==> src/rtl/icmpcs_pkg.sv <==
`default_nettype none
// ----------------------------------------------------------------------------
// icmpcs_pkg
// Types and helpers shared by the ICMPv6 checksum engine: word formats,
// the finishing record and the 16-bit end-around-carry add.
// ----------------------------------------------------------------------------
package icmpcs_pkg;

	localparam int unsigned POS_W      = 17;
	localparam logic [POS_W-1:0] POS_MAX    = '1;
	localparam logic [POS_W-1:0] HDR_LEN    = 17'd40;
	localparam logic [POS_W-1:0] ADDR_START = 17'd8;
	localparam logic [POS_W-1:0] PLEN_HI    = 17'd4;
	localparam logic [POS_W-1:0] PLEN_LO    = 17'd5;
	localparam logic [POS_W-1:0] NH_POS     = 17'd6;

	typedef struct packed {
		logic [7:0] data_byte;
		logic       last_byte;
	} in_word_t;

	typedef struct packed {
		logic [15:0] checksum;
		logic        verify_ok;
		logic        truncated;
	} out_word_t;

	typedef struct packed {
		logic [15:0] sum;
		logic        odd;
		logic [7:0]  pend;
		logic [15:0] plen;
		logic [7:0]  nh;
		logic        truncated;
	} fin_t;

	function automatic logic [15:0] add16(input logic [15:0] a, input logic [15:0] b);
		logic [16:0] s;
		s = {1'b0, a} + {1'b0, b};
		return s[15:0] + {15'd0, s[16]};
	endfunction

endpackage
`default_nettype wire

==> src/rtl/icmpcs_accum.sv <==
`default_nettype none
// ----------------------------------------------------------------------------
// icmpcs_accum
// Per-packet state: byte count, captured header fields and the running
// end-around-carry sum. Presents the finishing record for the current word.
// ----------------------------------------------------------------------------
module icmpcs_accum
	import icmpcs_pkg::*;
(
	input  wire logic     clk,
	input  wire logic     arst_n,
	input  wire logic     en,
	input  wire in_word_t word,
	output fin_t          fin
);

	logic [POS_W-1:0] pos_q;
	logic [15:0]      sum_q;
	logic [7:0]       pend_q;
	logic [15:0]      plen_q;
	logic [7:0]       nh_q;

	logic [POS_W:0]   n;
	logic [15:0]      plen_n;
	logic [7:0]       nh_n;
	logic [7:0]       pend_n;
	logic [15:0]      sum_n;
	logic [POS_W-1:0] pay_off;
	logic             in_sum;
	logic             hdr_odd;
	logic             pay_odd;

	always_comb begin
		n       = {1'b0, pos_q} + {{POS_W{1'b0}}, 1'b1};
		plen_n  = plen_q;
		if (pos_q == PLEN_HI) begin
			plen_n = {word.data_byte, 8'h00};
		end else if (pos_q == PLEN_LO) begin
			plen_n = {plen_q[15:8], word.data_byte};
		end
		nh_n    = (pos_q == NH_POS) ? word.data_byte : nh_q;
		pay_off = pos_q - HDR_LEN;
		in_sum  = (pos_q >= ADDR_START && pos_q < HDR_LEN) ||
			(pos_q >= HDR_LEN && pay_off < {1'b0, plen_n});
		pend_n  = (in_sum && !pos_q[0]) ? word.data_byte : pend_q;
		sum_n   = (in_sum && pos_q[0]) ? add16(sum_q, {pend_q, word.data_byte}) : sum_q;
		hdr_odd = (n < {1'b0, HDR_LEN}) && (n > {1'b0, ADDR_START}) && n[0];
		pay_odd = 1'b0;
		if (n > {1'b0, HDR_LEN}) begin
			pay_odd = ((n - {1'b0, HDR_LEN}) < {2'b00, plen_n}) ? n[0] : plen_n[0];
		end
		fin.sum       = sum_n;
		fin.odd       = hdr_odd ^ pay_odd;
		fin.pend      = pend_n;
		fin.plen      = plen_n;
		fin.nh        = nh_n;
		fin.truncated = n < ({1'b0, HDR_LEN} + {2'b00, plen_n});
	end

	always_ff @(posedge clk or negedge arst_n) begin
		if (!arst_n) begin
			pos_q  <= '0;
			sum_q  <= '0;
			pend_q <= '0;
			plen_q <= '0;
			nh_q   <= '0;
		end else if (en) begin
			if (word.last_byte) begin
				pos_q  <= '0;
				sum_q  <= '0;
				pend_q <= '0;
				plen_q <= '0;
				nh_q   <= '0;
			end else begin
				pos_q  <= (pos_q == POS_MAX) ? POS_MAX : n[POS_W-1:0];
				sum_q  <= sum_n;
				pend_q <= pend_n;
				plen_q <= plen_n;
				nh_q   <= nh_n;
			end
		end
	end

endmodule
`default_nettype wire

==> src/rtl/icmpcs_engine_top.sv <==
`default_nettype none
// ----------------------------------------------------------------------------
// icmpv6_checksum_engine_top
// ICMPv6 checksum over the IPv6 pseudo-header, one packet byte per word.
//
//   channel  dir  handshake            word
//   pkt      in   pkt_valid/pkt_ready  in_word_t  (data_byte, last_byte)
//   res      out  res_valid/res_ready  out_word_t (checksum, verify_ok, truncated)
//
// one byte per cycle while no last byte is held; the running sum is a single
// 16-bit end-around add in the state loop. a result is offered once its last
// byte passes the input and finishing stages. reset clears the count and all
// captured fields. a stalled result holds in the output register; bytes keep
// flowing until a second last byte meets a full finishing stage.
// ----------------------------------------------------------------------------
module icmpv6_checksum_engine_top
	import icmpcs_pkg::*;
(
	input  wire logic      clk,
	input  wire logic      arst_n,
	input  wire logic      pkt_valid,
	output logic           pkt_ready,
	input  wire in_word_t  pkt,
	output logic           res_valid,
	input  wire logic      res_ready,
	output out_word_t      res
);

	in_word_t  word_s1;
	logic      valid_s1;
	fin_t      fin_s2;
	logic      valid_s2;
	out_word_t res_q;
	logic      res_valid_q;

	fin_t        fin;
	logic        adv_s1;
	logic        adv_s2;
	logic        free_s2;
	logic [15:0] sum_a;
	logic [15:0] sum_b;
	logic [15:0] sum_c;
	logic [15:0] cks;

	assign adv_s2    = valid_s2 && (!res_valid_q || res_ready);
	assign free_s2   = !valid_s2 || adv_s2;
	assign adv_s1    = valid_s1 && (!word_s1.last_byte || free_s2);
	assign pkt_ready = !valid_s1 || adv_s1;

	icmpcs_accum u_accum (
		.clk    (clk),
		.arst_n (arst_n),
		.en     (adv_s1),
		.word   (word_s1),
		.fin    (fin)
	);

	always_comb begin
		sum_a = fin_s2.odd ? add16(fin_s2.sum, {fin_s2.pend, 8'h00}) : fin_s2.sum;
		sum_b = add16(sum_a, fin_s2.plen);
		sum_c = add16(sum_b, {8'h00, fin_s2.nh});
		cks   = ~sum_c;
	end

	always_ff @(posedge clk or negedge arst_n) begin
		if (!arst_n) begin
			valid_s1    <= 1'b0;
			valid_s2    <= 1'b0;
			res_valid_q <= 1'b0;
		end else begin
			if (pkt_valid && pkt_ready) begin
				valid_s1 <= 1'b1;
			end else if (adv_s1) begin
				valid_s1 <= 1'b0;
			end
			if (adv_s1 && word_s1.last_byte) begin
				valid_s2 <= 1'b1;
			end else if (adv_s2) begin
				valid_s2 <= 1'b0;
			end
			if (adv_s2) begin
				res_valid_q <= 1'b1;
			end else if (res_ready) begin
				res_valid_q <= 1'b0;
			end
		end
	end

	always_ff @(posedge clk) begin
		if (pkt_valid && pkt_ready) begin
			word_s1 <= pkt;
		end
		if (adv_s1 && word_s1.last_byte) begin
			fin_s2 <= fin;
		end
		if (adv_s2) begin
			res_q.checksum  <= cks;
			res_q.verify_ok <= (cks == 16'h0000);
			res_q.truncated <= fin_s2.truncated;
		end
	end

	assign res_valid = res_valid_q;
	assign res       = res_q;

	a_s1_held: assert property (@(posedge clk) disable iff (!arst_n)
		valid_s1 && !adv_s1 |=> valid_s1)
		else $error("input stage dropped a word");

	a_s2_held: assert property (@(posedge clk) disable iff (!arst_n)
		valid_s2 && !adv_s2 |=> valid_s2 && $stable(fin_s2))
		else $error("finishing stage lost its record");

	a_ready_empty: assert property (@(posedge clk) disable iff (!arst_n)
		!valid_s1 |-> pkt_ready)
		else $error("empty input stage not ready");

	a_s1_stall_cause: assert property (@(posedge clk) disable iff (!arst_n)
		valid_s1 && !adv_s1 |-> word_s1.last_byte && valid_s2 && res_valid_q && !res_ready)
		else $error("input stage stalled without back pressure");

endmodule
`default_nettype wire
==> config.mk <==
export PLATFORM = sky130hd
export DESIGN_NAME = icmpv6_checksum_engine_top
export DESIGN_NICKNAME = d
export VERILOG_FILES = /design/src/rtl/icmpcs_pkg.sv /design/src/rtl/icmpcs_accum.sv /design/src/rtl/icmpcs_engine_top.sv
export SDC_FILE = /design/constraint.sdc
export NUM_CORES = 1
export LEC_CHECK = 0
export ABC_AREA = 1
export BUFFER_PORTS_ARGS = -buffer_cell sky130_fd_sc_hd__clkbuf_2
export CAP_MARGIN = 20
export CORE_ASPECT_RATIO = 0.8
export CORE_UTILIZATION = 40
export CTS_CLUSTER_DIAMETER = 200
export DETAILED_ROUTE_END_ITERATION = 10
export SKIP_CTS_REPAIR_TIMING = 1
export SYNTH_ARGS = -nofsm -noshare
export SYNTH_HDL_FRONTEND = slang
export SYNTH_SLANG_ARGS = --single-unit
==> constraint.sdc <==
create_clock -name clk -period 24 [get_ports clk]
set_input_delay 4.8 -clock clk [delete_from_list [all_inputs] [get_ports clk]]
set_output_delay 4.8 -clock clk [all_outputs]
set_load 0.01 [all_outputs]
==> results_dict.tcl, run 1 <==
set metrics [dict create \
    syn_to_final_growth_pct 10.14 \
    io_buffers 32 \
    hold_depth 0 \
    vias_per_cell 5.038 \
    antenna_found_initial 0 \
    clk_path_buf_depth 2 \
    grt_pass1_vias 9643 \
    cp_max_fo 4 \
    leakage_nw 6.588 \
    synth_top_area_share 0.1912 \
    avgSynthCellArea_um2 7.660 \
    clock-sinks 145 \
    synthAdderAreaFrac 0.1235 \
    fin_crit_sh 0.4245 \
    power_density_mw_per_mm2 56.09 \
    cp.arrival_ns 5.39 \
    grt_max_degree 69 \
    die_h_um 157.5 \
    rsz0062_at_grt "false" \
    initial_core_util 0.4100 \
    max_freq_mhz 98.15 \
    routed_wl_mm 30.33 \
    synth_simple_gate_area_share 0.2812 \
    wl_per_cell_um 14.93 \
    gp_congestion 0.8915 \
    insertion_delay_ns 0.43 \
    path_clk_slew_ns 0.06 \
    fp.coreArea_mm2 0.02950 \
    grt_first_pass_wirelength_mm 49.63 \
    seq_area_frac_synth 0.3319 \
    synthMostInstantiatedCell "nand2_1" \
    drive_above_1_share 0.1119 \
    cap_viol_max_count 0 \
    netlist_top_cells_count "nand2_1, inv_1, ha_1, nor2_1, nand3_1" \
    ios 33 \
    tns_ns 0 \
    muxShareOfSynthArea 0 \
    worstPathRequired_ns 19.20 \
    drtIter0Drc 711 \
    skew_ns 0.01151 \
    synth-xor-area-share 0.06424 \
    synth.distinct_cells 62 \
    syn-num-nets 1709 \
    detail-route-antenna-nets 0 \
    worstMarginPinSlew_ns 0.9620 \
    irDropWorstVdd_v 0.00005398 \
    outcome "completed" \
    synth_top_family_by_area "simple AND/OR/NAND/NOR gates" \
    h-tree-depth 4 \
    cts_tree "built" \
    min_to "res[0]" \
    async_flop_share 0.4690 \
    worstHoldStart "fin_s2[0]" \
    synth_cells 1579 \
    setup_viol 0 \
    hold_path_class "reg -> reg" \
    whs_ns 0.4218 \
    crit_path_end_kind "output pin" \
    synth_area_leaders "edfxtp_1, dfrtp_1, nand2_1, ha_1, inv_1" \
    die_w_um 196.4 \
    grt.total_usage 0.2060 \
    root_buffer "clkbuf_16" \
    rows 56 \
    rr_worst_depth 66 \
    r2r_slack_ns 14.97 \
    cp-start-kind "input pin" \
    antenna_cells 0 \
    gr-total-overflow 0 \
    dieArea_mm2 0.03094 \
    finalMaxSlewViolations 0 \
    reg2reg_from "fin_s2[44]" \
    finalCriticalPeriod_ns 10.19 \
    drcViolationCount 0 \
    slew_headroom 0.3587 \
    path_class "in -> out" \
    drt-pass1-iter-count 5 \
    numCtsBuffers 17 \
    synth_largest_area_cell "edfxtp_1" \
    synth_edf_count 77 \
    synth-compound-area-share 0.1143 \
    fillers 2924 \
    r2r-end "res[1]" \
    synthFlopType "edfxtp_1" \
    vias 10238 \
    place.detailed.hpwl_mm 23.44 \
    finalHoldViolCount 0 \
    netlist_area_mm2 0.01210 \
    yosysWarningCount 0 \
    ys_ff_latch 145 \
    fin_nets 1743 \
]
report_power, final:
group	internal [mW]	leakage, nW	switching, mW	total, mW
combinational	0.0613	4.62	0.125	0.186
clock	0.157	0.293	0.114	0.271
sequential	0.280	1.68	0.00920	0.289
total	0.499	6.59	0.249	0.747
layout make-up:
class | instances | area [um^2] | area share
flip-flops and latches | 145 | 4014 | 0.3013
clock buffers | 18 | 439.2 | 0.03297
inverters | 242 | 910.9 | 0.06838
clock inverters | 14 | 152.6 | 0.01146
multi-input cells | 1169 | 7057 | 0.5297
repair buffers | 38 | 240.2 | 0.01803
well taps | 406 | 508.0 | 0.03813
per-layer routing:
| metal | GRT usage | share of wire | up-vias | wire length, um |
|---|---|---|---|---|
| li1 | - | - | 5281 | - |
| met1 | 0.2896 | 0.50 | 4704 | 15100 |
| met2 | 0.3305 | 0.44 | 226 | 13370 |
| met3 | 0.02871 | 0.044 | 27 | 1326 |
| met4 | 0.05543 | 0.018 | 0 | 540 |
| met5 | 0 | 0 | - | 0 |
metrics by stage:
step	utilization	cell area, um^2	instances	total power, mW	setup slack, ns
final	0.4516	13320	2032	0.7472	13.81
after detailed placement	0.4309	12710	1999	0.4801	13.79
after global placement	0.4299	12680	1998	0.4752	13.78
after global routing	0.4516	13320	2032	0.7931	13.66
after CTS	0.4509	13300	2031	0.7537	13.79
after floorplan	-	12100	1579	0.4316	14.04
cell usage in the layout (no fill, tap or decap), types with 12 or more instances in the layout:
cell type and instances:
a21oi_1 56, clkbuf_16 17, clkbuf_2 31, dfrtp_1 68
edfxtp_1 77, ha_1 113, inv_1 229, inv_2 12
nand2_1 404, nand2_2 24, nand3_1 97, nand4_1 27
nor2_1 108, nor2_2 13, nor3_1 19, o21ai_0 77
o21ai_2 19, o22ai_1 18, xnor2_1 15, xor2_1 70
critical path, stage by stage:
cell and delay, ns:
clkbuf_2 0.08, nor2_1 0.09, buf_4 0.16, nand4_1 0.10, clkbuf_2 0.15
cells by family (layout without fill, tap and decap cells):
group,count (synthesis),after routing
XOR/XNOR,87,87
AND/OR/NAND/NOR,740,740
flip-flops,145,145
adder cells (fa/ha/maj),117,117
AO/OA/AOI/OAI,225,225
buffers and inverters,265,312
registers in the layout (all words and copies together) (netlist names):
register and flops:
valid_s1 1, u_accum.nh_q 8, u_accum.plen_q 16, word_s1 9, res_valid 1, u_accum.sum_q 16
u_accum.pend_q 8, fin_s2 50, u_accum.pos_q 17, res 18, valid_s2 1
worst max path at each step:
stage,start,to,slack [ns],cells past startpoint
2_1_floorplan,res_ready,pkt_ready,14.04,2
3_3_place_gp,res_ready,pkt_ready,13.78,5
3_5_place_dp,res_ready,pkt_ready,13.79,5
4_1_cts,res_ready,pkt_ready,13.79,5
5_1_grt,fin_s2[42],res[1],13.66,68
6_report,res_ready,pkt_ready,13.81,5
(Power assumes the default switching activity.)
==> run 2: changes to the inputs <==
--- a/config.mk
+++ b/config.mk
@@ -5,7 +5,7 @@
 export SDC_FILE = /design/constraint.sdc
 export NUM_CORES = 1
 export LEC_CHECK = 0
-export ABC_AREA = 1
+export ABC_AREA = 0
 export BUFFER_PORTS_ARGS = -buffer_cell sky130_fd_sc_hd__clkbuf_2
 export CAP_MARGIN = 20
 export CORE_ASPECT_RATIO = 0.8
==> constraint.sdc (replaced) <==
create_clock -name clk -period 10.6 [get_ports clk]
set_input_delay 2.12 -clock clk [delete_from_list [all_inputs] [get_ports clk]]
set_output_delay 2.12 -clock clk [all_outputs]
set_load 0.01 [all_outputs]
==> results_dict.tcl, run 2 <==
set metrics [dict create \
    routed_wl_mm 30.81 \
    rsz0062_at_grt "false" \
    antenna_found_initial 1 \
    skew_ns 0.01802 \
    multiInputGateArea_mm2 0.007287 \
    grt_first_pass_wirelength_mm 49.27 \
    detail-route-antenna-nets 0 \
    yosysWarningCount 0 \
    final_util 0.4491 \
    path_clk_slew_ns 0.07 \
    seq_area_frac_synth 0.3445 \
    synth_simple_gate_area_share 0.1542 \
    mostFrequentLayoutCells "ha_1, nand2_1, xnor2_1" \
    die_h_um 154.7 \
    vias 9328 \
    synth.distinct_cells 80 \
    regMostFlops "fin_s2" \
    power_mw 1.748 \
    wl_per_cell_um 19.02 \
    layout_commonest_cell "ha_1" \
    rows 55 \
    crit_path_end_kind "register" \
    fillers 2770 \
    synthFlopType "edfxtp_1" \
    cts_tree "built" \
    max_freq_mhz 101.8 \
    tns_ns 0 \
    gp_congestion 0.8913 \
    ios 33 \
    syn-num-nets 1348 \
    place.detailed.hpwl_mm 22.90 \
    cp_max_fo 8 \
    h-tree-depth 4 \
    crit_path_frequent_cell "ha_1" \
    muxShareOfSynthArea 0.04907 \
    root_buffer "clkbuf_16" \
    cap_viol_max_count 0 \
    dieArea_mm2 0.02982 \
    netlist_area_mm2 0.01165 \
    insertion_delay_ns 0.45 \
    synth_cells 1218 \
    cp-start-kind "register" \
    largest_register_ffs 50 \
    synthMostInstantiatedCell "ha_1" \
    fp.coreArea_mm2 0.02849 \
    critical_path.top_delay_family "compound AO/OA/AOI/OAI gates" \
    irDropWorstVdd_v 0.0001214 \
    antenna_cells 0 \
    grt.total_usage 0.2144 \
    violations "design-rule violations" \
    outcome "finished with violations" \
    synth-xor-area-share 0.09846 \
    max_stage_delay_ns 0.52 \
    gr-total-overflow 0 \
    drcViolationCount 6 \
    cp.arrival_ns 10.09 \
    drtIter0Drc 664 \
    die_w_um 192.8 \
    grt_pass1_vias 8856 \
    vias_per_cell 5.758 \
    async_flop_share 0.4690 \
    finalHoldViolCount 0 \
    hold_path_class "reg -> reg" \
    finalMaxSlewViolations 0 \
    leakage_nw 5.408 \
    netlist_top_cells_count "ha_1, nand2_1, xnor2_1, edfxtp_1, nor2_1" \
    clock-sinks 145 \
    synth_area_leaders "edfxtp_1, dfrtp_1, ha_1, xnor2_1, xor2_1" \
    initial_core_util 0.4090 \
    worstMarginPinSlew_ns 0.9812 \
    power_density_mw_per_mm2 136.6 \
    synth-compound-area-share 0.1895 \
    seqCellArea_mm2 0.004014 \
    path_class "reg -> reg" \
    worstPathRequired_ns 10.87 \
    setup_viol 0 \
    crit_slowest_cell "or4_1" \
    grt_max_degree 69 \
    fin_nets 1367 \
    drive_above_1_share 0.09440 \
    fin_crit_sh 0.9264 \
    slew_headroom 0.3289 \
    synth_top_family_by_area "compound AO/OA/AOI/OAI gates" \
    numCtsBuffers 17 \
    finalCriticalPeriod_ns 9.820 \
    clk_path_buf_depth 2 \
    syn_to_final_growth_pct 9.793 \
    synth_edf_count 77 \
    io_buffers 32 \
    whs_ns 0.4241 \
    synthAdderAreaFrac 0.1282 \
    avgSynthCellArea_um2 9.567 \
    synth_top_area_share 0.1984 \
    drt-pass1-iter-count 8 \
    synth_largest_area_cell "edfxtp_1" \
    crit_buf_inv 0 \
    ys_ff_latch 145 \
]
[run 2: cell count changes after synthesis, moves of 21 or more]
cell | previous run | this run
mux2_2 | 0 | 21
xnor2_1 | 15 | 86
a22o_1 | 8 | 32
nand2_2 | 24 | 0
o21ai_0 | 77 | 55
xor2_1 | 70 | 45
a21o_1 | 4 | 40
nor2_1 | 109 | 73
nand2_1 | 404 | 96
inv_1 | 230 | 58
nand3_1 | 97 | 36
[run 2: worst paths after layout]
kind,start,end,slack [ns],depth (start not counted)
setup reg to reg,fin_s2[42],res[1],0.78,45
setup / recovery,fin_s2[42],res[1],0.78,45
max in group asynchronous,arst_n,u_accum.pos_q[15],8.06,2
min in group asynchronous,arst_n,u_accum.pend_q[3],1.88,2
hold / removal,fin_s2[0],res[0],0.42,0
hold reg to reg,fin_s2[0],res[0],0.42,0
[run 2: report_power, final]
part           internal (mW)  switching, mW  leakage, nW
Clock                  0.307          0.288        0.266
Combinational          0.190          0.295         3.47
Sequential             0.639         0.0299         1.68
Total                   1.14          0.612         5.41
[run 2: kinds of logic (layout without fill, tap and decap cells)]
logic type / Yosys count / count (layout)
flip-flops: 145 / 145
buffers and inverters: 103 / 135
AO/OA/AOI/OAI: 312 / 312
multiplexers: 51 / 51
XOR/XNOR: 131 / 131
AND/OR/NAND/NOR: 359 / 359
adder cells (fa/ha/maj): 117 / 117
[run 2: cell type report]
| class | instances | area share |
|---|---|---|
| Tap cell | 370 | 0.03619 |
| Multi-Input combinational cell | 970 | 0.5696 |
| Sequential cell | 145 | 0.3137 |
| Clock inverter | 15 | 0.009584 |
| Clock buffer | 17 | 0.03325 |
| Timing Repair Buffer | 42 | 0.01976 |
| Inverter | 61 | 0.01790 |
[run 2: through the flow]
stage	setup slack, ns	area, um^2	instances
6_report	0.7805	12790	1620
5_1_grt	0.05413	12790	1620
4_1_cts	0.3699	12720	1619
3_5_place_dp	0.4436	12170	1587
3_3_place_gp	0.7068	12170	1587
2_1_floorplan	1.470	11650	1218
[run 2: worst reg2reg max path: cells and delay by family (launching register included)]
| family | cells | cell delay [ns] |
|---|---|---|
| AO/OA/AOI/OAI | 18 | 3.60 |
| AND/OR/NAND/NOR | 15 | 2.80 |
| adder cells (fa/ha/maj) | 9 | 2.41 |
| XOR/XNOR | 3 | 0.47 |
| flip-flops | 1 | 0.40 |
[run 2: routing by layer]
layer | GRT usage | vias up | wire, um
met5 | 0 | - | 13
met4 | 0.05437 | 2 | 460
met3 | 0.04742 | 36 | 1777
met2 | 0.3105 | 214 | 12840
met1 | 0.3181 | 4494 | 15720
li1 | - | 4582 | -
